`config.mk`:
```
export PLATFORM = sky130hd
export DESIGN_NAME = pixel_to_parallel_bus_packer_unit_flat
export DESIGN_NICKNAME = d
export VERILOG_FILES = /design/src/hw/rtl/ppbp_pkg.sv /design/src/hw/rtl/ppbp_if.sv /design/src/hw/rtl/pixel_to_parallel_bus_packer_unit.sv /design/src/flat_wrapper.sv
export SDC_FILE = /design/constraint.sdc
export NUM_CORES = 1
export LEC_CHECK = 0
export BUFFER_PORTS_ARGS = -buffer_cell sky130_fd_sc_hd__buf_4
export CORE_AREA = 2 2 122 124
export DETAILED_ROUTE_END_ITERATION = 16
export DIE_AREA = 0 0 124 126
export PLACE_DENSITY = 0.48
export SYNTH_ARGS = -nofsm -noshare
export SYNTH_HDL_FRONTEND = slang
export SYNTH_SLANG_ARGS = --single-unit
export TNS_END_PERCENT = 30
```
`constraint.sdc`:
```
create_clock -name clk -period 5.3 [get_ports clk]
set_input_delay 0.53 -clock clk [delete_from_list [all_inputs] [get_ports clk]]
set_output_delay 0.53 -clock clk [all_outputs]
set_load 0.01 [all_outputs]
```
`src/hw/rtl/ppbp_pkg.sv`:
```
// Package for the pixel to parallel bus packer.
// Holds the bus format codes, field widths and the item types.
// No dependencies.
package ppbp_pkg;

  localparam int unsigned PixelWidth = 24;
  localparam int unsigned WordWidth  = 24;
  localparam int unsigned MaxWords   = 3;

  typedef logic [2:0]            bus_fmt_t;
  typedef logic [PixelWidth-1:0] pixel_t;
  typedef logic [WordWidth-1:0]  word_t;
  typedef logic [1:0]            word_cnt_t;

  localparam bus_fmt_t FMT_8BIT      = 3'd0;
  localparam bus_fmt_t FMT_9BIT      = 3'd1;
  localparam bus_fmt_t FMT_12BIT     = 3'd2;
  localparam bus_fmt_t FMT_16_PACKED = 3'd3;
  localparam bus_fmt_t FMT_16_565    = 3'd4;
  localparam bus_fmt_t FMT_18BIT     = 3'd5;
  localparam bus_fmt_t FMT_24BIT     = 3'd6;
  localparam bus_fmt_t FMT_RESERVED  = 3'd7;

  localparam bus_fmt_t BUS_FORMAT_RESET = FMT_8BIT;

  // Words produced by one pixel, waiting to go out.
  typedef struct packed {
    word_t [MaxWords-1:0] words;
    word_cnt_t            count;
  } word_set_t;

endpackage

```
`src/hw/rtl/ppbp_if.sv`:
```
// Channel interfaces for the pixel to parallel bus packer.
// Depends on ppbp_pkg.
interface ppbp_pixel_if;
  import ppbp_pkg::*;
  logic   valid;
  logic   ready;
  pixel_t pixel_color;
  logic   end_of_run;

  modport source (output valid, output pixel_color, output end_of_run, input ready);
  modport sink   (input valid, input pixel_color, input end_of_run, output ready);
endinterface

interface ppbp_word_if;
  import ppbp_pkg::*;
  logic  valid;
  logic  ready;
  word_t bus_word;
  logic  last_word;

  modport source (output valid, output bus_word, output last_word, input ready);
  modport sink   (input valid, input bus_word, input last_word, output ready);
endinterface

```
`src/hw/rtl/pixel_to_parallel_bus_packer_unit.sv`:
```
// Pixel to parallel bus packer, top level.
// Depends on ppbp_pkg and the channel interfaces in ppbp_if.sv.
//
// Usage:
//   pixel_in carries one 24-bit pixel per transaction plus end_of_run.
//   bus_out carries one bus word per transaction; last_word marks the final
//   word caused by a pixel. bus_format is written through cfg_wr_en and
//   cfg_data while the block is idle and applies from the next pixel.
//   Each accepted pixel is turned into its one to three words in the same
//   cycle and held in a word buffer; words then move one per cycle into the
//   output register while it is empty or its word is taken. The first word
//   passes through the word buffer and then the output register to bus_out.
//   Throughput is one bus word per cycle while the receiver takes every word;
//   the single output register is the limit.
//   A new pixel is accepted in the cycle the last buffered word leaves, so
//   pixels flow back to back with no bubbles.
//   Reset clears the format to 8-bit, the pending packed byte and all
//   valid flags. When the receiver stalls, the output register holds its
//   word and the buffer fills; pixel_in.ready then drops.
module pixel_to_parallel_bus_packer_unit (
  input  logic                  clk,
  input  logic                  rst,
  ppbp_pixel_if.sink            pixel_in,
  ppbp_word_if.source           bus_out,
  input  logic                  cfg_wr_en,
  input  ppbp_pkg::bus_fmt_t    cfg_data
);
  import ppbp_pkg::*;

  bus_fmt_t  bus_format;
  logic      pending_valid;
  logic [7:0] pending_byte;

  word_set_t held;
  logic      held_valid;
  word_cnt_t held_idx;

  logic      out_valid;
  word_t     out_word;
  logic      out_last;

  word_set_t  item_next;
  logic       pending_valid_next;
  logic [7:0] pending_byte_next;
  logic       accept;
  logic       move;
  logic       move_last;
  pixel_t     c;

  assign c         = pixel_in.pixel_color;
  assign move      = held_valid && (!out_valid || bus_out.ready);
  assign move_last = move && (held_idx == held.count - 2'd1);
  assign pixel_in.ready = !held_valid || move_last;
  assign accept    = pixel_in.valid && pixel_in.ready;

  always_comb begin
    item_next          = '0;
    pending_valid_next = pending_valid;
    pending_byte_next  = pending_byte;
    unique case (bus_format)
      FMT_8BIT: begin
        item_next.words[0] = {16'h0, c[23:16]};
        item_next.words[1] = {16'h0, c[15:8]};
        item_next.words[2] = {16'h0, c[7:0]};
        item_next.count    = 2'd3;
      end
      FMT_9BIT: begin
        item_next.words[0] = {15'h0, c[17:9]};
        item_next.words[1] = {15'h0, c[8:0]};
        item_next.count    = 2'd2;
      end
      FMT_12BIT: begin
        item_next.words[0] = {12'h0, c[23:12]};
        item_next.words[1] = {12'h0, c[11:0]};
        item_next.count    = 2'd2;
      end
      FMT_16_PACKED: begin
        if (pending_valid) begin
          item_next.words[0] = {8'h0, pending_byte, c[23:16]};
          item_next.words[1] = {8'h0, c[15:0]};
          item_next.count    = 2'd2;
          pending_valid_next = 1'b0;
        end else if (pixel_in.end_of_run) begin
          // odd pixel at end of run: flush blue straight away
          item_next.words[0] = {8'h0, c[23:8]};
          item_next.words[1] = {8'h0, c[7:0], 8'h0};
          item_next.count    = 2'd2;
          pending_byte_next  = c[7:0];
          pending_valid_next = 1'b0;
        end else begin
          item_next.words[0] = {8'h0, c[23:8]};
          item_next.count    = 2'd1;
          pending_byte_next  = c[7:0];
          pending_valid_next = 1'b1;
        end
      end
      FMT_16_565: begin
        item_next.words[0] = {8'h0, c[15:0]};
        item_next.count    = 2'd1;
      end
      FMT_18BIT: begin
        item_next.words[0] = {6'h0, c[17:0]};
        item_next.count    = 2'd1;
      end
      default: begin
        // 24-bit bus; the reserved code behaves the same
        item_next.words[0] = c;
        item_next.count    = 2'd1;
      end
    endcase
  end

  always_ff @(posedge clk) begin
    if (rst) begin
      bus_format    <= BUS_FORMAT_RESET;
      pending_valid <= 1'b0;
      pending_byte  <= '0;
      held_valid    <= 1'b0;
      held_idx      <= '0;
      out_valid     <= 1'b0;
    end else begin
      if (cfg_wr_en) begin
        bus_format <= cfg_data;
      end
      if (accept) begin
        pending_valid <= pending_valid_next;
        pending_byte  <= pending_byte_next;
        held_valid    <= 1'b1;
        held_idx      <= '0;
      end else if (move_last) begin
        held_valid <= 1'b0;
      end else if (move) begin
        held_idx <= held_idx + 2'd1;
      end
      if (move) begin
        out_valid <= 1'b1;
      end else if (bus_out.ready) begin
        out_valid <= 1'b0;
      end
    end
  end

  always_ff @(posedge clk) begin
    if (accept) begin
      held <= item_next;
    end
    if (move) begin
      out_word <= held.words[held_idx];
      out_last <= (held_idx == held.count - 2'd1);
    end
  end

  assign bus_out.valid     = out_valid;
  assign bus_out.bus_word  = out_word;
  assign bus_out.last_word = out_last;

  // buffered word index stays inside the buffered word count
  assert property (@(posedge clk) disable iff (rst)
    held_valid |-> (held_idx < held.count))
    else $error("word buffer index beyond count");

  // a pixel is only taken when the buffer is empty or draining its last word
  assert property (@(posedge clk) disable iff (rst)
    accept |-> (!held_valid || move_last))
    else $error("pixel accepted over undelivered words");

  // pending byte flag changes only on a packed-format pixel
  assert property (@(posedge clk) disable iff (rst)
    (pending_valid != $past(pending_valid)) |->
      ($past(accept) && $past(bus_format) == FMT_16_PACKED && !$past(rst)))
    else $error("pending byte flag changed outside packed format");

endmodule

```
`src/flat_wrapper.sv`:
```
// flat-port wrapper written by rule: the top's interface ports become plain ports
module pixel_to_parallel_bus_packer_unit_flat import ppbp_pkg::*;
  (clk, rst, cfg_wr_en, cfg_data, pixel_in_valid, pixel_in_pixel_color, pixel_in_end_of_run, pixel_in_ready, bus_out_valid, bus_out_bus_word, bus_out_last_word, bus_out_ready);
  ppbp_pixel_if pixel_in_i ();
  ppbp_word_if bus_out_i ();
  input  logic clk;
  input  logic rst;
  input  logic cfg_wr_en;
  input  ppbp_pkg::bus_fmt_t cfg_data;
  input wire logic [$bits(pixel_in_i.valid)-1:0] pixel_in_valid;
  input wire logic [$bits(pixel_in_i.pixel_color)-1:0] pixel_in_pixel_color;
  input wire logic [$bits(pixel_in_i.end_of_run)-1:0] pixel_in_end_of_run;
  output wire logic [$bits(pixel_in_i.ready)-1:0] pixel_in_ready;
  output wire logic [$bits(bus_out_i.valid)-1:0] bus_out_valid;
  output wire logic [$bits(bus_out_i.bus_word)-1:0] bus_out_bus_word;
  output wire logic [$bits(bus_out_i.last_word)-1:0] bus_out_last_word;
  input wire logic [$bits(bus_out_i.ready)-1:0] bus_out_ready;
  assign pixel_in_i.valid = pixel_in_valid;
  assign pixel_in_i.pixel_color = pixel_in_pixel_color;
  assign pixel_in_i.end_of_run = pixel_in_end_of_run;
  assign pixel_in_ready = pixel_in_i.ready;
  assign bus_out_valid = bus_out_i.valid;
  assign bus_out_bus_word = bus_out_i.bus_word;
  assign bus_out_last_word = bus_out_i.last_word;
  assign bus_out_i.ready = bus_out_ready;
  pixel_to_parallel_bus_packer_unit u_core (.clk(clk), .rst(rst), .pixel_in(pixel_in_i), .bus_out(bus_out_i), .cfg_wr_en(cfg_wr_en), .cfg_data(cfg_data));
endmodule
```
==> results of run 1 <==
-- power by group through the flow --
| stage | sequential [uW] | clock [uW] | combinational (uW) |
|---|---|---|---|
| 4_1_cts | 854 | 606 | 197 |
| 2_1_floorplan | 873 | 0 | 103 |
| 3_5_place_dp | 869 | 0 | 196 |
| 6_report | 853 | 594 | 195 |
| 3_3_place_gp | 869 | 0 | 194 |
| 5_1_grt | 859 | 643 | 215 |
-- sequential cells by signal (all words and copies together) (netlist names) --
register	count
u_core.pending_valid	1
u_core.bus_format	3
u_core.bus_out.last_word	1
u_core.bus_out.bus_word	24
u_core.held	50
u_core.held_idx	2
u_core.bus_out.valid	1
u_core.pending_byte	8
u_core.held_valid	1
-- cell usage after synthesis, drive strengths merged, types with 4 or more instances --
cell type,number
a22o,7
nor2,25
a221o,8
nand2,30
o21ai,28
nand2b,19
a22oi,9
and2,16
buf,6
edfxtp,75
dfxtp,16
a21oi,6
nor2b,7
inv,4
mux2i,35
clkbuf,17
and3,12
-- metal layers --
| layer | share of wire (%) | global-route usage (%) | wire, um | up-vias |
|---|---|---|---|---|
| li1 | - | - | - | 1381 |
| met1 | 48 | 20.29 | 4917 | 1334 |
| met2 | 47 | 20.78 | 4868 | 70 |
| met3 | 3.9 | 3.080 | 404 | 6 |
| met4 | 1.1 | 3.966 | 111 | 0 |
| met5 | 0 | 0 | 0 | - |
-- cell type report --
type	instances	area, um^2
clock buffers	10	229.0
repair buffers	63	473.0
flip-flops and latches	91	2572
well taps	184	230.2
inverters	4	15.01
fillers	1454	9224
multi-input cells	229	1529
clock inverters	6	41.29
-- worst max path at each step --
stage               cells past startpoint            from  slack (ps)         endpoint
global placement                        5   bus_out_ready        2700   u_core.held[0]
CTS                                     4  u_core.held[1]        2670  u_core.held[19]
detailed placement                      5   bus_out_ready        2680   u_core.held[0]
finish                                  4  u_core.held[1]        2720  u_core.held[11]
floorplan                               3   bus_out_ready         940   u_core.held[0]
global route                            4  u_core.held[1]        2490  u_core.held[23]
-- per-stage QoR --
step | util [%] | power (uW) | instances | hold slack (ps)
4_1_cts | 35.56 | 1657 | 587 | 414.4
5_1_grt | 35.56 | 1717 | 587 | 428.5
2_1_floorplan | - | 975.8 | 347 | 448.3
3_3_place_gp | 33.67 | 1063 | 571 | 466.1
6_report | 35.56 | 1641 | 587 | 420.2
3_5_place_dp | 33.67 | 1065 | 571 | 477.9
-- worst max-delay path, stage by stage (launching register included) --
cell and delay [ps]:
sky130_fd_sc_hd__edfxtp_1 390, sky130_fd_sc_hd__xnor2_1 330, sky130_fd_sc_hd__nand3_1 310, sky130_fd_sc_hd__a31oi_4 680, sky130_fd_sc_hd__buf_4 510
-- cell families after synthesis --
logic type             after synthesis
AND/OR/NAND/NOR                    119
flip-flops                          91
AO/OA/AOI/OAI                       71
multiplexers                        37
buffers and inverters               27
XOR/XNOR                             2
==> impl_metrics.prom, run 1 <==
# TYPE chip_impl_metric gauge
chip_impl_metric{name="final-max-slew-violation-count",unit=""} 0
chip_impl_metric{name="worst-slew-pin-transition",unit="ps"} 1061
chip_impl_metric{name="critical_path_arrival",unit="ps"} 2580
chip_impl_metric{name="final_layout_size_suffix_gt1_share",unit="%"} 21.34
chip_impl_metric{name="detail_route.vias_per_cell",unit=""} 4.755
chip_impl_metric{name="mappedNetlistNets",unit=""} 380
chip_impl_metric{name="avgRoutedWirePerCell",unit="um"} 17.55
chip_impl_metric{name="detail_route.first_pass.iterations",unit=""} 4
chip_impl_metric{name="grt_pass1_vias",unit=""} 2756
chip_impl_metric{name="final.min_clock_period",unit="ps"} 2583
chip_impl_metric{name="yosys.area_share.xor_xnor",unit="%"} 0.4178
chip_impl_metric{name="h-tree-depth",unit=""} 3
chip_impl_metric{name="synth_seq_area_share",unit="%"} 61.35
chip_impl_metric{name="synthToLayoutAreaGrowth",unit="%"} 21.40
chip_impl_info{name="r2r-end",value="u_core.held[11]"} 1
chip_impl_info{name="layout_common_cells",value="sky130_fd_sc_hd__edfxtp_1, sky130_fd_sc_hd__buf_4, sky130_fd_sc_hd__mux2i_1"} 1
chip_impl_metric{name="hold_depth",unit=""} 3
chip_impl_metric{name="timing.max_slew.rel_slack",unit="%"} 29.22
chip_impl_metric{name="synth.top_cell.area_share",unit="%"} 53.72
chip_impl_metric{name="setup-tns-final",unit="ps"} 0
chip_impl_metric{name="clock_tree.buffer_depth",unit=""} 2
chip_impl_metric{name="number_of_enable_flip_flop_cells_after_synthesis",unit=""} 75
chip_impl_metric{name="max_clock_freq",unit="MHz"} 387.1
chip_impl_metric{name="top_level_ports",unit=""} 60
chip_impl_info{name="hold_path_class",value="in -> reg"} 1
chip_impl_info{name="synth_top_cell_by_area",value="sky130_fd_sc_hd__edfxtp_1"} 1
chip_impl_info{name="cts_tree",value="done"} 1
chip_impl_metric{name="route.detailed.drc",unit=""} 0
chip_impl_metric{name="pwr-share-clk",unit="%"} 36.2
chip_impl_metric{name="power_per_cell_area",unit="nW/um^2"} 322.5
chip_impl_info{name="worstSetupPathType",value="reg -> reg"} 1
chip_impl_metric{name="min_period_over_period",unit="%"} 48.74
chip_impl_info{name="rsz0062_at_grt",value="no"} 1
chip_impl_metric{name="initialDrtViolationCount",unit=""} 201
chip_impl_metric{name="max_cap_viol",unit=""} 0
chip_impl_info{name="dominantRegCellSynth",value="sky130_fd_sc_hd__edfxtp_1"} 1
chip_impl_metric{name="antennaDiodeCount",unit=""} 0
chip_impl_metric{name="die-width",unit="um"} 124
chip_impl_metric{name="grtUsageTotal",unit="%"} 13.92
chip_impl_metric{name="synth_compound_gate_area_share",unit="%"} 12.18
chip_impl_metric{name="cts.repair_timing.setup_buffer_count",unit=""} 0
chip_impl_metric{name="total_die_area",unit="um^2"} 15620
chip_impl_metric{name="vdd_ir_drop_max",unit="mV"} 0.1160
chip_impl_metric{name="core_area",unit="um^2"} 14310
chip_impl_metric{name="tritoncts_num_sinks",unit=""} 91
chip_impl_info{name="most_common_cell_after_layout_fill_and_taps_aside",value="sky130_fd_sc_hd__edfxtp_1"} 1
chip_impl_metric{name="report.final.hold_viol_count",unit=""} 0
chip_impl_metric{name="layout_setup_ws",unit="ps"} 2717
chip_impl_metric{name="place_ws",unit="ps"} 2684
chip_impl_metric{name="muxShareOfSynthArea",unit="%"} 8.893
chip_impl_info{name="synth.top_cells.by_area",value="sky130_fd_sc_hd__edfxtp_1, sky130_fd_sc_hd__mux2i_1, sky130_fd_sc_hd__dfxtp_1"} 1
chip_impl_metric{name="gp_congestion",unit=""} 0.8514
chip_impl_info{name="crit_path_end_kind",value="register"} 1
chip_impl_info{name="timing.hold.worst.start",value="cfg_data[2]"} 1
chip_impl_metric{name="synth_adder_area_share",unit="%"} 0
chip_impl_metric{name="rows",unit=""} 44
chip_impl_metric{name="required_time_at_the_worst_slack_endpoint",unit="ps"} 5300
chip_impl_metric{name="gr_overflow_total",unit=""} 0
chip_impl_metric{name="fraction_of_power_spent_switching_nets",unit="%"} 24.66
chip_impl_metric{name="antenna_violations_before_repair",unit=""} 0
chip_impl_metric{name="postSynthCellCount",unit=""} 347
chip_impl_metric{name="seqPwrFrac",unit="%"} 52.0
chip_impl_info{name="run_status",value="complete, no violations"} 1
chip_impl_info{name="worstReg2RegStart",value="u_core.held[1]"} 1
chip_impl_metric{name="via_count",unit=""} 2791
chip_impl_metric{name="post_cts_resized",unit=""} 0
chip_impl_metric{name="r2r_setup_slack",unit="ps"} 2720
chip_impl_metric{name="grt_start_max_net_pins",unit=""} 42
chip_impl_metric{name="dp.final_hpwl",unit="um"} 7342
chip_impl_metric{name="yosys_register_bits",unit=""} 91
chip_impl_metric{name="synthDistinctLibCells",unit=""} 38
chip_impl_metric{name="placement.io_buffers",unit=""} 59
chip_impl_metric{name="cell_internal_pwr",unit="uW"} 1237
chip_impl_metric{name="initial_core_util",unit="%"} 29.29
chip_impl_metric{name="cts_inserted_buffers",unit=""} 9
chip_impl_metric{name="basic_gate_share_of_the_synthesized_area_counting_and_or_nand_and_nor_cells",unit="%"} 14.62
chip_impl_metric{name="clock_skew",unit="ps"} 5.790
chip_impl_metric{name="drt.antenna.violating_nets",unit=""} 0
chip_impl_metric{name="switching_power",unit="uW"} 404.7
chip_impl_info{name="dominant_combinational_cell_family_by_area_after_synthesis",value="simple AND/OR/NAND/NOR gates"} 1
chip_impl_metric{name="die_y",unit="um"} 126
chip_impl_metric{name="cellLeakagePower",unit="uW"} 0.001799
chip_impl_metric{name="max_fanout_on_critical_path",unit=""} 35
chip_impl_info{name="clockRootBuffer",value="sky130_fd_sc_hd__clkbuf_16"} 1
chip_impl_metric{name="final_net_count",unit=""} 431
chip_impl_metric{name="post_route_cell_area",unit="um^2"} 5090
chip_impl_metric{name="cts.reportedPaths.clkPinSlew",unit="ps"} 70
chip_impl_metric{name="clk_latency",unit="ps"} 340
chip_impl_metric{name="first_pass_grt_wire_length",unit="um"} 16090
chip_impl_metric{name="postSynth.asyncResetShare",unit="%"} 0
chip_impl_metric{name="placement_cell_area",unit="um^2"} 4820
chip_impl_info{name="timing.hold.worst_endpoint",value="u_core.bus_format[2]"} 1
chip_impl_metric{name="postCtsHoldBufs",unit=""} 0
chip_impl_metric{name="netlist_area",unit="um^2"} 4193
chip_impl_info{name="setup.worst_path.start_class",value="register"} 1
chip_impl_metric{name="synth-warning-count",unit=""} 0
chip_impl_metric{name="route.final.wire_length",unit="um"} 10300
chip_impl_metric{name="setup_viol_count_final",unit=""} 0
chip_impl_metric{name="worst_r2r_path_depth",unit=""} 4
chip_impl_metric{name="synthesis.area_per_instance",unit="um^2"} 12.08
chip_impl_metric{name="combinationalPowerShare",unit="%"} 11.9
Power figures use the tool's default switching activity.
==> run 2, diff against run 1 <==
--- a/config.mk
+++ b/config.mk
@@ -9,7 +9,7 @@
 export CORE_AREA = 2 2 122 124
 export DETAILED_ROUTE_END_ITERATION = 16
 export DIE_AREA = 0 0 124 126
-export PLACE_DENSITY = 0.48
+export PLACE_DENSITY = 0.49
 export SYNTH_ARGS = -nofsm -noshare
 export SYNTH_HDL_FRONTEND = slang
 export SYNTH_SLANG_ARGS = --single-unit
==> constraint.sdc (replaced) <==
create_clock -name clk -period 2.35 [get_ports clk]
set_input_delay 0.235 -clock clk [delete_from_list [all_inputs] [get_ports clk]]
set_output_delay 0.235 -clock clk [all_outputs]
set_load 0.01 [all_outputs]
==> impl_metrics.prom, run 2 (synthesized netlist as in run 1, its figures left out) <==
# TYPE chip_impl_metric gauge
chip_impl_metric{name="gr_overflow_total",unit=""} 0
chip_impl_info{name="setup.worst_path.start_class",value="register"} 1
chip_impl_info{name="timing.hold.worst.start",value="cfg_data[0]"} 1
chip_impl_info{name="timing.hold.worst_endpoint",value="u_core.bus_format[0]"} 1
chip_impl_info{name="path_cells",value="xnor2_1 -> nand3_1 -> nand3_1 -> buf_4"} 1
chip_impl_metric{name="layout_setup_ws",unit="ps"} 374.8
chip_impl_metric{name="clk_latency",unit="ps"} 340
chip_impl_metric{name="report.final.hold_viol_count",unit=""} 0
chip_impl_metric{name="first_pass_grt_wire_length",unit="um"} 15390
chip_impl_metric{name="hold_depth",unit=""} 3
chip_impl_info{name="crit_path_end_kind",value="primary output"} 1
chip_impl_info{name="rsz0062_at_grt",value="no"} 1
chip_impl_info{name="layout_common_cells",value="sky130_fd_sc_hd__edfxtp_1, sky130_fd_sc_hd__buf_4, sky130_fd_sc_hd__mux2i_1"} 1
chip_impl_metric{name="initial_core_util",unit="%"} 29.29
chip_impl_metric{name="via_count",unit=""} 2861
chip_impl_metric{name="final.min_clock_period",unit="ps"} 1975
chip_impl_metric{name="min_period_over_period",unit="%"} 84.05
chip_impl_metric{name="final_net_count",unit=""} 437
chip_impl_metric{name="total_die_area",unit="um^2"} 15620
chip_impl_info{name="r2r-end",value="u_core.held[50]"} 1
chip_impl_metric{name="cts.repair_timing.setup_buffer_count",unit=""} 0
chip_impl_info{name="maxUsedRoutingLayer",value="met4"} 1
chip_impl_metric{name="avgRoutedWirePerCell",unit="um"} 16.89
chip_impl_metric{name="antenna_violations_before_repair",unit=""} 0
chip_impl_info{name="hold_path_class",value="in -> reg"} 1
chip_impl_metric{name="cellLeakagePower",unit="uW"} 0.001846
chip_impl_metric{name="worst_r2r_path_depth",unit=""} 4
chip_impl_metric{name="rows",unit=""} 44
chip_impl_metric{name="final-max-slew-violation-count",unit=""} 0
chip_impl_metric{name="required_time_at_the_worst_slack_endpoint",unit="ps"} 2120
chip_impl_metric{name="switching_power",unit="uW"} 891.8
chip_impl_metric{name="cts.reportedPaths.clkPinSlew",unit="ps"} 60
chip_impl_metric{name="route.detailed.drc",unit=""} 0
chip_impl_metric{name="seqPwrFrac",unit="%"} 50.7
chip_impl_metric{name="grt_pass1_vias",unit=""} 2732
chip_impl_metric{name="max_cap_viol",unit=""} 0
chip_impl_metric{name="synthToLayoutAreaGrowth",unit="%"} 23.31
chip_impl_metric{name="pwr-share-clk",unit="%"} 37.5
chip_impl_info{name="worstReg2RegStart",value="u_core.held[1]"} 1
chip_impl_metric{name="grtUsageTotal",unit="%"} 13.19
chip_impl_metric{name="clock_skew",unit="ps"} 10.14
chip_impl_metric{name="route.final.wire_length",unit="um"} 10010
chip_impl_metric{name="grt_start_max_net_pins",unit=""} 53
chip_impl_metric{name="clock_tree.buffer_depth",unit=""} 2
chip_impl_metric{name="die_y",unit="um"} 126
chip_impl_info{name="crit_path_frequent_cell",value="sky130_fd_sc_hd__nand3_1"} 1
chip_impl_metric{name="r2r_setup_slack",unit="ps"} 380
chip_impl_metric{name="count_of_non_filler_cells_in_the_finished_layout",unit=""} 593
chip_impl_metric{name="detail_route.vias_per_cell",unit=""} 4.825
chip_impl_metric{name="wl_met3",unit="um"} 428
chip_impl_metric{name="dp.final_hpwl",unit="um"} 7225
chip_impl_metric{name="fraction_of_power_spent_switching_nets",unit="%"} 23.45
chip_impl_metric{name="utilization",unit="%"} 36.12
chip_impl_metric{name="initialDrtViolationCount",unit=""} 237
chip_impl_metric{name="tritoncts_num_sinks",unit=""} 91
chip_impl_metric{name="power_per_cell_area",unit="nW/um^2"} 735.4
chip_impl_metric{name="core_area",unit="um^2"} 14310
chip_impl_metric{name="finalHoldWorstSlack",unit="ps"} 132.1
chip_impl_metric{name="drt.antenna.violating_nets",unit=""} 0
chip_impl_metric{name="antennaDiodeCount",unit=""} 0
chip_impl_info{name="crit_path_slowest_cell",value="sky130_fd_sc_hd__edfxtp_1"} 1
chip_impl_metric{name="gp_congestion",unit=""} 0.8296
chip_impl_metric{name="top_level_ports",unit=""} 60
chip_impl_metric{name="met2RoutedLength",unit="um"} 4615
chip_impl_metric{name="combinationalPowerShare",unit="%"} 11.8
chip_impl_metric{name="post-place-cells",unit=""} 577
chip_impl_metric{name="max_fanout_on_critical_path",unit=""} 4
chip_impl_metric{name="fillCellCount",unit=""} 1457
chip_impl_metric{name="vdd_ir_drop_max",unit="mV"} 0.3144
chip_impl_metric{name="detail_route.first_pass.iterations",unit=""} 4
chip_impl_metric{name="final_layout_size_suffix_gt1_share",unit="%"} 22.49
chip_impl_metric{name="critical-path-max-stage-delay",unit="ps"} 390
chip_impl_metric{name="post_cts_resized",unit=""} 0
chip_impl_metric{name="die-width",unit="um"} 124
chip_impl_metric{name="worst-slew-pin-transition",unit="ps"} 692.6
chip_impl_info{name="register_with_the_highest_flop_count",value="u_core.held"} 1
chip_impl_metric{name="cts_inserted_buffers",unit=""} 9
chip_impl_metric{name="cell_internal_pwr",unit="uW"} 2910
chip_impl_metric{name="setup_viol_count_final",unit=""} 0
chip_impl_metric{name="max_clock_freq",unit="MHz"} 506.3
chip_impl_metric{name="timing.max_slew.rel_slack",unit="%"} 53.73
chip_impl_metric{name="m1WireLength",unit="um"} 4746
chip_impl_metric{name="place_ws",unit="ps"} 390.4
chip_impl_metric{name="largest_register_ff_count",unit=""} 50
chip_impl_info{name="clockRootBuffer",value="sky130_fd_sc_hd__clkbuf_16"} 1
chip_impl_metric{name="critical_path_arrival",unit="ps"} 1740
chip_impl_info{name="cts_tree",value="done"} 1
chip_impl_info{name="most_common_cell_after_layout_fill_and_taps_aside",value="sky130_fd_sc_hd__edfxtp_1"} 1
chip_impl_info{name="worstSetupPathType",value="reg -> out"} 1
chip_impl_info{name="run_status",value="complete, no violations"} 1
chip_impl_metric{name="placement.io_buffers",unit=""} 59
chip_impl_metric{name="postCtsHoldBufs",unit=""} 0
chip_impl_metric{name="h-tree-depth",unit=""} 3
[run 2: routing by layer]
metal / vias up / track usage [%]
met5: - / 0
li1: 1399 / -
met4: 0 / 5.552
met2: 72 / 19.39
met1: 1374 / 18.81
met3: 16 / 2.763
[run 2: cell type report]
cell class	instances	area, um^2	share of cell area [%]
clock inverters	6	63.81	1.234
clock buffers	10	229.0	4.429
inverters	4	15.01	0.2904
repair buffers	69	530.5	10.26
flip-flops and latches	91	2572	49.76
multi-input cells	229	1529	29.57
well taps	184	230.2	4.453
[run 2: worst max-delay path by stage]
stage	startpoint	to	slack (ps)	depth (start not counted)
floorplan	u_core.held[1]	u_core.held[0]	-5	3
global placement	u_core.bus_format[0]	u_core.pending_byte[4]	430	4
detailed placement	u_core.bus_format[1]	u_core.pending_byte[7]	390	4
CTS	u_core.held[1]	pixel_in_ready	360	4
global route	u_core.held[1]	u_core.held[7]	220	4
finish	u_core.held[1]	pixel_in_ready	370	4
[run 2: metrics by stage]
| stage | area [um^2] | power (uW) | setup TNS, ps |
|---|---|---|---|
| floorplan | 4208 | 2199 | -245.8 |
| global route | 5170 | 3953 | 0 |
| global placement | 4877 | 2411 | 0 |
| finish | 5170 | 3802 | 0 |
| detailed placement | 4877 | 2417 | 0 |
| CTS | 5170 | 3848 | 0 |
[run 2: critical path: cells and delay by family, from the launching register on]
kind | cells | cell delay, ps
flops | 1 | 390
xor+xnor | 1 | 350
simple gates | 2 | 530
buf+inv | 1 | 140
[run 2: power by group through the flow]
stage | logic, uW | clock network (uW) | registers (uW)
floorplan | 235 | 0 | 1960
global placement | 452 | 0 | 1960
detailed placement | 455 | 0 | 1960
CTS | 456 | 1460 | 1930
global route | 495 | 1520 | 1940
finish | 449 | 1430 | 1930
